## config.mk

```make
export PLATFORM = sky130hd
export DESIGN_NAME = alu8_nzvc_flags_unit
export DESIGN_NICKNAME = d
export VERILOG_FILES = /design/src/sv/alu8nzvc_pkg.sv /design/src/sv/alu8nzvc_core.sv /design/src/sv/alu8_nzvc_flags_unit.sv
export VERILOG_INCLUDE_DIRS = /design/src /design/src/sv
export SDC_FILE = /design/constraint.sdc
export NUM_CORES = 1
export LEC_CHECK = 0
export BUFFER_PORTS_ARGS = -buffer_cell sky130_fd_sc_hd__buf_2
export CAP_MARGIN = 25
export CORE_MARGIN = 4
export CORE_UTILIZATION = 59
export CTS_CLUSTER_DIAMETER = 30
export DETAILED_ROUTE_END_ITERATION = 6
export GPL_TIMING_DRIVEN = 0
export HOLD_SLACK_MARGIN = 0.06
export PLACE_DENSITY_LB_ADDON = 0.25
export SYNTH_ARGS = -nofsm -noshare
export SYNTH_HDL_FRONTEND = slang
export SYNTH_SLANG_ARGS = --single-unit
```

## constraint.sdc

```tcl
create_clock -name clk -period 3.35 [get_ports clk]
set_clock_uncertainty 0.05 [all_clocks]
set_input_delay 0 -clock clk [delete_from_list [all_inputs] [get_ports clk]]
set_output_delay 0 -clock clk [all_outputs]
set_load 0.01 [all_outputs]
```

## src/sv/alu8_nzvc_flags_unit_macros.svh

```systemverilog
// Assertion helpers for the ALU block; clocked on clk, off while arst_n is low.
`ifndef ALU8_NZVC_FLAGS_UNIT_MACROS_SVH
`define ALU8_NZVC_FLAGS_UNIT_MACROS_SVH

// Same-cycle implication.
`define A8_ASSERT_NOW(label, ante, cons) \
	label: assert property (@(posedge clk) disable iff (!arst_n) (ante) |-> (cons)) \
		else $error("alu8 check failed: same-cycle rule");

// Next-cycle implication.
`define A8_ASSERT_NEXT(label, ante, cons) \
	label: assert property (@(posedge clk) disable iff (!arst_n) (ante) |=> (cons)) \
		else $error("alu8 check failed: next-cycle rule");

`endif

```

## src/sv/alu8nzvc_pkg.sv

```systemverilog
`default_nettype none

package alu8nzvc_pkg;

	localparam logic [3:0] MODE_ADD  = 4'd0;
	localparam logic [3:0] MODE_SUB  = 4'd1;
	localparam logic [3:0] MODE_AND  = 4'd2;
	localparam logic [3:0] MODE_OR   = 4'd3;
	localparam logic [3:0] MODE_XOR  = 4'd4;
	localparam logic [3:0] MODE_COM  = 4'd5;
	localparam logic [3:0] MODE_NEG  = 4'd6;
	localparam logic [3:0] MODE_SHL  = 4'd7;
	localparam logic [3:0] MODE_ASR  = 4'd8;
	localparam logic [3:0] MODE_ROL  = 4'd9;
	localparam logic [3:0] MODE_ROR  = 4'd10;
	localparam logic [3:0] MODE_TEST = 4'd11;

	localparam int FLAG_N_BIT = 3;
	localparam int FLAG_Z_BIT = 2;
	localparam int FLAG_V_BIT = 1;
	localparam int FLAG_C_BIT = 0;

	localparam logic [7:0] MOST_NEG = 8'h80;

	typedef struct packed {
		logic [3:0] mode;
		logic [7:0] a;
		logic [7:0] b;
		logic       cin;
	} op_t;

	typedef struct packed {
		logic [7:0] result;
		logic [3:0] flags;
	} res_t;

endpackage

`default_nettype wire

```

## src/sv/alu8nzvc_core.sv

```systemverilog
`default_nettype none

module alu8nzvc_core (
	input  alu8nzvc_pkg::op_t  op,
	output alu8nzvc_pkg::res_t res
);
	import alu8nzvc_pkg::*;

	logic [8:0] sum;
	logic [8:0] diff;
	logic [7:0] r;
	logic       v;
	logic       c;

	assign sum  = {1'b0, op.a} + {1'b0, op.b} + {8'd0, op.cin};
	assign diff = {1'b0, op.a} - {1'b0, op.b} - {8'd0, op.cin};

	always_comb begin
		r = op.a;
		v = 1'b0;
		c = 1'b0;
		case (op.mode)
			MODE_ADD: begin
				r = sum[7:0];
				v = (op.a[7] ^ r[7]) & (op.b[7] ^ r[7]);
				c = sum[8];
			end
			MODE_SUB: begin
				r = diff[7:0];
				v = (op.a[7] ^ op.b[7]) & (op.a[7] ^ r[7]);
				c = diff[8];
			end
			MODE_AND: r = op.a & op.b;
			MODE_OR:  r = op.a | op.b;
			MODE_XOR: r = op.a ^ op.b;
			MODE_COM: r = ~op.a;
			MODE_NEG: begin
				r = 8'd0 - op.a;
				v = (op.a == MOST_NEG);
				c = |op.a;
			end
			MODE_SHL, MODE_ROL: begin
				// rol feeds the old top bit back in; shl shifts in zero
				r = {op.a[6:0], (op.mode == MODE_ROL) & op.a[7]};
				v = op.a[7] ^ op.a[6];
				c = op.a[7];
			end
			MODE_ASR: begin
				r = {op.a[7], op.a[7:1]};
				c = op.a[0];
			end
			MODE_ROR: begin
				r = {op.a[0], op.a[7:1]};
				c = op.a[0];
			end
			default: r = op.a;  // test and unused codes pass a through
		endcase
	end

	always_comb begin
		res.result                 = r;
		res.flags                  = '0;
		res.flags[FLAG_N_BIT]      = r[7];
		res.flags[FLAG_Z_BIT]      = (r == 8'd0);
		res.flags[FLAG_V_BIT]      = v;
		res.flags[FLAG_C_BIT]      = c;
	end

endmodule

`default_nettype wire

```

## src/sv/alu8_nzvc_flags_unit.sv

```systemverilog
// 8-bit ALU with N/Z/V/C flags and no architectural state. A beat on the input
// channel carries mode, operand_a, operand_b and carry_in; exactly one result
// beat (result, flags = {N,Z,V,C}) follows for each, in order. The datapath is
// an input register, one level of operation logic and a result register; a
// result is offered once its beat has gone through both registers, and a new
// beat can be taken every cycle while the output is not stalled. in_ready drops
// only when both registers are full and the result is not being taken.
`default_nettype none

`include "alu8_nzvc_flags_unit_macros.svh"

module alu8_nzvc_flags_unit (
	input  logic       clk,
	input  logic       arst_n,
	input  logic       in_valid,
	output logic       in_ready,
	input  logic [3:0] mode,
	input  logic [7:0] operand_a,
	input  logic [7:0] operand_b,
	input  logic       carry_in,
	output logic       out_valid,
	input  logic       out_ready,
	output logic [7:0] result,
	output logic [3:0] flags
);
	import alu8nzvc_pkg::*;

	logic v_s1;
	logic v_s2;
	op_t  op_s1;
	res_t res_comb;
	res_t res_s2;
	logic adv_s2;

	assign adv_s2   = !v_s2 || out_ready;
	assign in_ready = !v_s1 || adv_s2;

	always_ff @(posedge clk or negedge arst_n) begin
		if (!arst_n) begin
			v_s1 <= 1'b0;
			v_s2 <= 1'b0;
		end else begin
			if (in_ready) v_s1 <= in_valid;
			if (adv_s2)   v_s2 <= v_s1;
		end
	end

	always_ff @(posedge clk) begin
		if (in_valid && in_ready) begin
			op_s1 <= '{mode: mode, a: operand_a, b: operand_b, cin: carry_in};
		end
		if (v_s1 && adv_s2) begin
			res_s2 <= res_comb;
		end
	end

	alu8nzvc_core u_core (
		.op  (op_s1),
		.res (res_comb)
	);

	assign out_valid = v_s2;
	assign result    = res_s2.result;
	assign flags     = res_s2.flags;

	`A8_ASSERT_NOW(a_z_flag, out_valid, flags[FLAG_Z_BIT] == (result == 8'd0))
	`A8_ASSERT_NOW(a_n_flag, out_valid, flags[FLAG_N_BIT] == result[7])
	`A8_ASSERT_NOW(a_stall_only_full, !in_ready, v_s1 && out_valid && !out_ready)
	`A8_ASSERT_NEXT(a_beat_lands, in_valid && in_ready, v_s1)

endmodule

`default_nettype wire
```

**Word-level counts from Yosys, hierarchy flattened**

Index checks and enable logic that the tools add are counted.

- Reductions and logical operators: 11
- Eq/ne operators: 11
- Mux-type cells: 3
- Bitwise logic cells: 12
- Add/sub/neg operators: 5

Operator list:

| operator | count |
|---|---|
| $pmux W8 S10 | 1 |
| $eq A4 B3 Y1 const B | 4 |
| $eq A4 B4 Y1 const B | 3 |
| $add A8 B8 Y9 | 1 |
| $add A9 B1 Y9 | 1 |
| $sub A8 B8 Y9 | 1 |
| $sub A9 B1 Y9 | 1 |
| $and A8 B8 Y8 | 1 |
| $eq A4 B2 Y1 const B | 2 |
| $eq A8 B8 Y1 const B | 1 |
| $logic_not A8 Y1 | 1 |
| $not A8 Y8 | 1 |
| $or A8 B8 Y8 | 1 |
| $reduce_or A8 Y1 | 1 |
| $sub A1 B8 Y8 const A | 1 |
| $xor A8 B8 Y8 | 1 |
| $pmux W1 S5 | 1 |
| $xor A1 B1 Y1 | 5 |
| $eq A4 B1 Y1 const B | 1 |
| $logic_not A4 Y1 | 1 |
| $pmux W1 S4 | 1 |
| $reduce_or A2 Y1 | 2 |
| $and A1 B1 Y1 | 3 |
| $logic_and A1 B1 Y1 | 2 |
| 2 further kinds | 4 |

- Output and inout bits: 14
- Bits of input ports: 25
- Register bits after elaboration: 35

**Logic depth before layout (Yosys ltp)**

- Depth in word-level cells: 5
- Gate-level depth with buffers: 12

**By module**

From an unflattened synthesis, not the netlist that was laid out.

- Cell total of the unflattened synthesis: 343
- Area total of the unflattened synthesis: 3189.3 um^2

Modules (own cells, without submodules):

| module | cells an instance | seq. area each (um^2) | instances | area each (um^2) |
|---|---|---|---|---|
| alu8nzvc_core | 302 | 0.0 | 1 | 2094.5 |
| alu8_nzvc_flags_unit | 41 | 1041.0 | 1 | 1094.8 |

**Least setup slack after synthesis**

Ideal clock, no wire load.

- Path type: register to register
- From: reg op_s1[10] (netlist name)
- To: reg res_s2 (netlist bit flags[2]) (data pin)
- Cell stages (with the launch flop): 11
- Required time: 3.043 ns
- Library setup time: 0.257 ns
- Data arrival time: 2.545 ns
- Path buffers: 1
- Path slack: 0.498 ns
- Cell sequence: edfxtp_1 -> clkbuf_1 -> inv_1 -> ha_1 -> a211oi_2 -> nor3b_2 -> or4b_1 -> nand3_1 -> a221o_1 -> o22a_1 -> and4bb_1

RTL lines:

| element | line | source |
|---|---|---|
| from (decl) | alu8_nzvc_flags_unit.sv:30 | `op_t op_s1;` |
| from (signal assigned) | alu8_nzvc_flags_unit.sv:50 | `op_s1 <= '{mode: mode, a: operand_a, b: operand_b, cin: carry_in};` |
| to (signal assigned) | alu8_nzvc_flags_unit.sv:53 | `res_s2 <= res_comb;` |
| to (decl) | alu8_nzvc_flags_unit.sv:32 | `res_t res_s2;` |

==> metrics.csv <==
stage,metric,value,unit
drt,drc,0,
sta,finalWorstPathRequiredPeriod,3.19,ns
yosys,synth_edf_count,32,
critical_path,cp_max_fo,7,
critical_path,rrSetupSlack,0.16,ns
yosys,syn_inst,343,
floorplan,die_h,81.3,um
cts,cts_tree,built,
cts,clk_pin_slew_worst_paths,0.08,ns
floorplan,start_util,61.3,%
sta,finalHoldViolCount,0,
yosys,synthArstFlopShare,5.88,%
critical_path,crit_type,reg -> reg,
floorplan,die_x,81.3,um
global_routing,grtUsageTotal,29.1,%
finish,drive_gt1_share,19.4,%
critical_path,worstRegToRegCells,10,
finish,num-nets-final,478,
yosys,synth_warnings,0,
critical_path,critPathRequiredTime,3.35,ns
drt,wire_per_inst,18.9,um
drt,vias_per_cell,6.28,
global_routing,grt_max_degree,22,
pwr,p_leak,1.62,nW
global_routing,grt_pass1_wl,14.5,mm
critical_path,crit_path_start_kind,flop,
drt,wl,9.20,mm
floorplan,dieArea,6610,um2
floorplan,rows,26,
yosys,yosysSeqAreaShare,31.9,%
placed_design,dpl_cell_area,3450,um2
pwr,switchingPower,0.474,mW
pwr,power_frac_comb,33.4,%
sta,relSlewSlack,43.0,%
drt,ant_nets,0,
cts,clk_path_buf_depth,2,
cts,cts_root_buffer,clkbuf_8,
drt,via_count,3058,
floorplan,io_pins,39,
sta,fin_hold_ws,0.363,ns
pwr,p_sw_share,31.7,%
cts,clock_sinks,34,
global_routing,grt-ovfl-total,0,
yosys,ys.flop_type,edfxtp_1,
sta,final.period_utilization,95.2,%
yosys,synth_nets,405,
finish,fin_area,3900,um2
sta,rsz0062_at_grt,no,
global_routing,antenna_found_initial,0,
hold_path,hp-class,in -> reg,
hold_path,holdCritStartpoint,operand_b[3],
placed_design,hpwl,6.32,mm
hold_path,worst_hold_path.num_cells,2,
pwr,clkPwrFrac,31.2,%
yosys,syn_avg_cell_area,9.24,um2
yosys,netlist.area_leader.share,30.3,%
critical_path,rr_endpoint,flags[2],
critical_path,end_kind,flop,
global_routing,grt_pass1_vias,2925,
placed_design,io_buffer_count,38,
sta,final-max-slew-violation-count,0,
sta,tightestPinTransition,0.853,ns
yosys,synthesis.area,3170,um2
drt,drt_iter0_drc,300,
cts,htree_levels,2,
critical_path,max_stage_delay,0.51,ns
run_status,status,completed,
sta,fmax,313,MHz
placed_design,gp_congestion,0.971,
yosys,synth_area_leaders,"edfxtp_1 30%, ha_1 13%, a21oi_1 3.8%, nor2_1 3.3%, inv_1 3.1%",
pwr,max-vdd-ir-drop,0.268,mV
critical_path,cp_slowest_cell,or4b_1,
finish,num_antenna_cells,0,
floorplan,core_area,5170,um2
finish,syn2layout_area_growth,23.0,%
critical_path,r2r-start,op_s1[10],
yosys,ys_seq_elements,34,
sta,tns,0,ns
yosys,synth_cell_types,66,
hold_path,min_to,op_s1[4],
cts,cts_buffers,5,
cts,clk_latency,0.30,ns
critical_path,crit_chain,clkbuf_2 -> inv_1 -> ha_1 -> a211oi_2 -> nor3b_2 -> or4b_1 -> nand3_1 -> a221o_1 -> o22a_1 -> and4bb_1,
sta,setup_viol,0,
pwr,p_per_area,384,nW/um2
pwr,pwr-share-seq,35.4,%
critical_path,worstPathArrival,3.19,ns
pwr,intPower,1.02,mW
drt,dr.pass1.iters,5,
flow_run,maxCapViolations,0,
yosys,synth_top_area_cell,edfxtp_1,
## how the worst max path moves through the flow
stage | startpoint | endpoint | slack (ns) | cells after the start
floorplan | op_s1[10] | flags[2] | 0.50 | 10
global placement | op_s1[9] | flags[2] | 0.02 | 10
detailed placement | op_s1[9] | flags[2] | 0.05 | 10
CTS | op_s1[9] | flags[2] | 0.02 | 10
global route | op_s1[10] | flags[2] | 0.02 | 10
finish | op_s1[10] | flags[2] | 0.16 | 10
## synth_stat cells, drive strengths merged (3+ instances only)
library cell  count
a21o              4
a21oi            24
a22o              3
a22oi             6
a311oi            4
a32oi             3
and2              5
and3              3
buf              19
clkbuf            6
edfxtp           32
fa                4
ha               33
inv              27
mux2i             3
nand2            11
nand2b            9
nand3             3
nand4             3
nor2             28
nor2b             3
nor3              9
nor3b            10
nor4              3
o211ai            3
o21ai            21
o22ai             4
o31ai             4
o32a              4
o32ai             3
xnor2            10
## layout by cell type (no fill, tap or decap), types with 5 or more instances in the layout
| cell | netlist | routed |
|---|---|---|
| buf_2 | 16 | 54 |
| ha_1 | 33 | 33 |
| edfxtp_1 | 32 | 32 |
| nor2_1 | 28 | 28 |
| inv_1 | 26 | 26 |
| dlygate4sd3_1 | 0 | 26 |
| a21oi_1 | 24 | 23 |
| o21ai_0 | 17 | 16 |
| nand2_1 | 11 | 11 |
| xnor2_1 | 10 | 10 |
| nor3b_1 | 9 | 9 |
| nand2b_1 | 9 | 9 |
| nor3_1 | 9 | 8 |
| a22oi_1 | 6 | 6 |
| and2_1 | 5 | 5 |
| o21ai_1 | 4 | 5 |
| clkbuf_8 | 0 | 5 |
## logic make-up (layout without fill, tap and decap cells)
logic type                 Yosys count  count (layout)  synth area share [%]
muxes                                4               4                  1.30
xor gates and xnor gates            12              12                  3.31
AOI/OAI and AO/OA                  106             106                  23.4
and+or+nand+nor                     98              98                  17.2
DFF                                 34              34                  31.9
adders and majority gates           37              37                  15.5
buffers and inverters               52             126                  7.26
## per-layer routing
| layer | vias to the layer above | GRT usage [%] | part of all wire [%] |
|---|---|---|---|
| li1 | 1420 | - | - |
| met1 | 1406 | 37.7 | 40 |
| met2 | 200 | 47.0 | 47 |
| met3 | 32 | 6.32 | 11 |
| met4 | 0 | 12.0 | 2.5 |
| met5 | - | 0 | 0 |
## registers in the layout, summed over array words and instances, names as in the netlist
signal,flops
op_s1,21
out_valid,1
v_s1,1
flags,3
result,8
## cell type report
type                            count  area, um2
Timing Repair Buffer               68        497
Buffer                             23        123
Multi-Input combinational cell    257       1940
Clock inverter                      3       68.8
Fill cell                         393       1270
Inverter                           27        101
Clock buffer                        5       68.8
Tap cell                           70       87.6
Sequential cell                    34       1010
## through the flow
stage	utilization, %	setup slack, ns	cells	power (mW)
3_5_place_dp	66.7	0.0463	452	0.988
4_1_cts	74.4	0.0182	486	1.48
2_1_floorplan	-	0.498	343	0.861
3_3_place_gp	66.7	0.0238	451	0.976
5_1_grt	75.4	0.0221	487	1.57
6_report	75.4	0.159	487	1.50
## critical path, delay by kind of cell (launching register included)
| kind | cells | cell delay [ns] |
|---|---|---|
| flops | 1 | 0.48 |
| buf+inv | 2 | 0.42 |
| fa+ha+maj | 1 | 0.29 |
| simple gates | 4 | 1.05 |
| compound gates | 3 | 0.65 |
## power groups by stage
stage                     Clock (mW)  Combinational [mW]  Sequential, mW
final                          0.468               0.500           0.530
after global routing           0.489               0.546           0.535
after CTS                      0.470               0.474           0.531
after detailed placement           0               0.447           0.540
after global placement             0               0.437           0.538
after floorplan                    0               0.318           0.543
## timing repair
item / CTS / global route
buffers inserted: 0 / 2
endpoints found under the setup margin: 0 / 3
hold buffers: 26 / 0
resized for setup: 0 / 6
endpoints found under the hold margin: 25 / 0
Note: power is estimated with default switching activity, not from simulation.
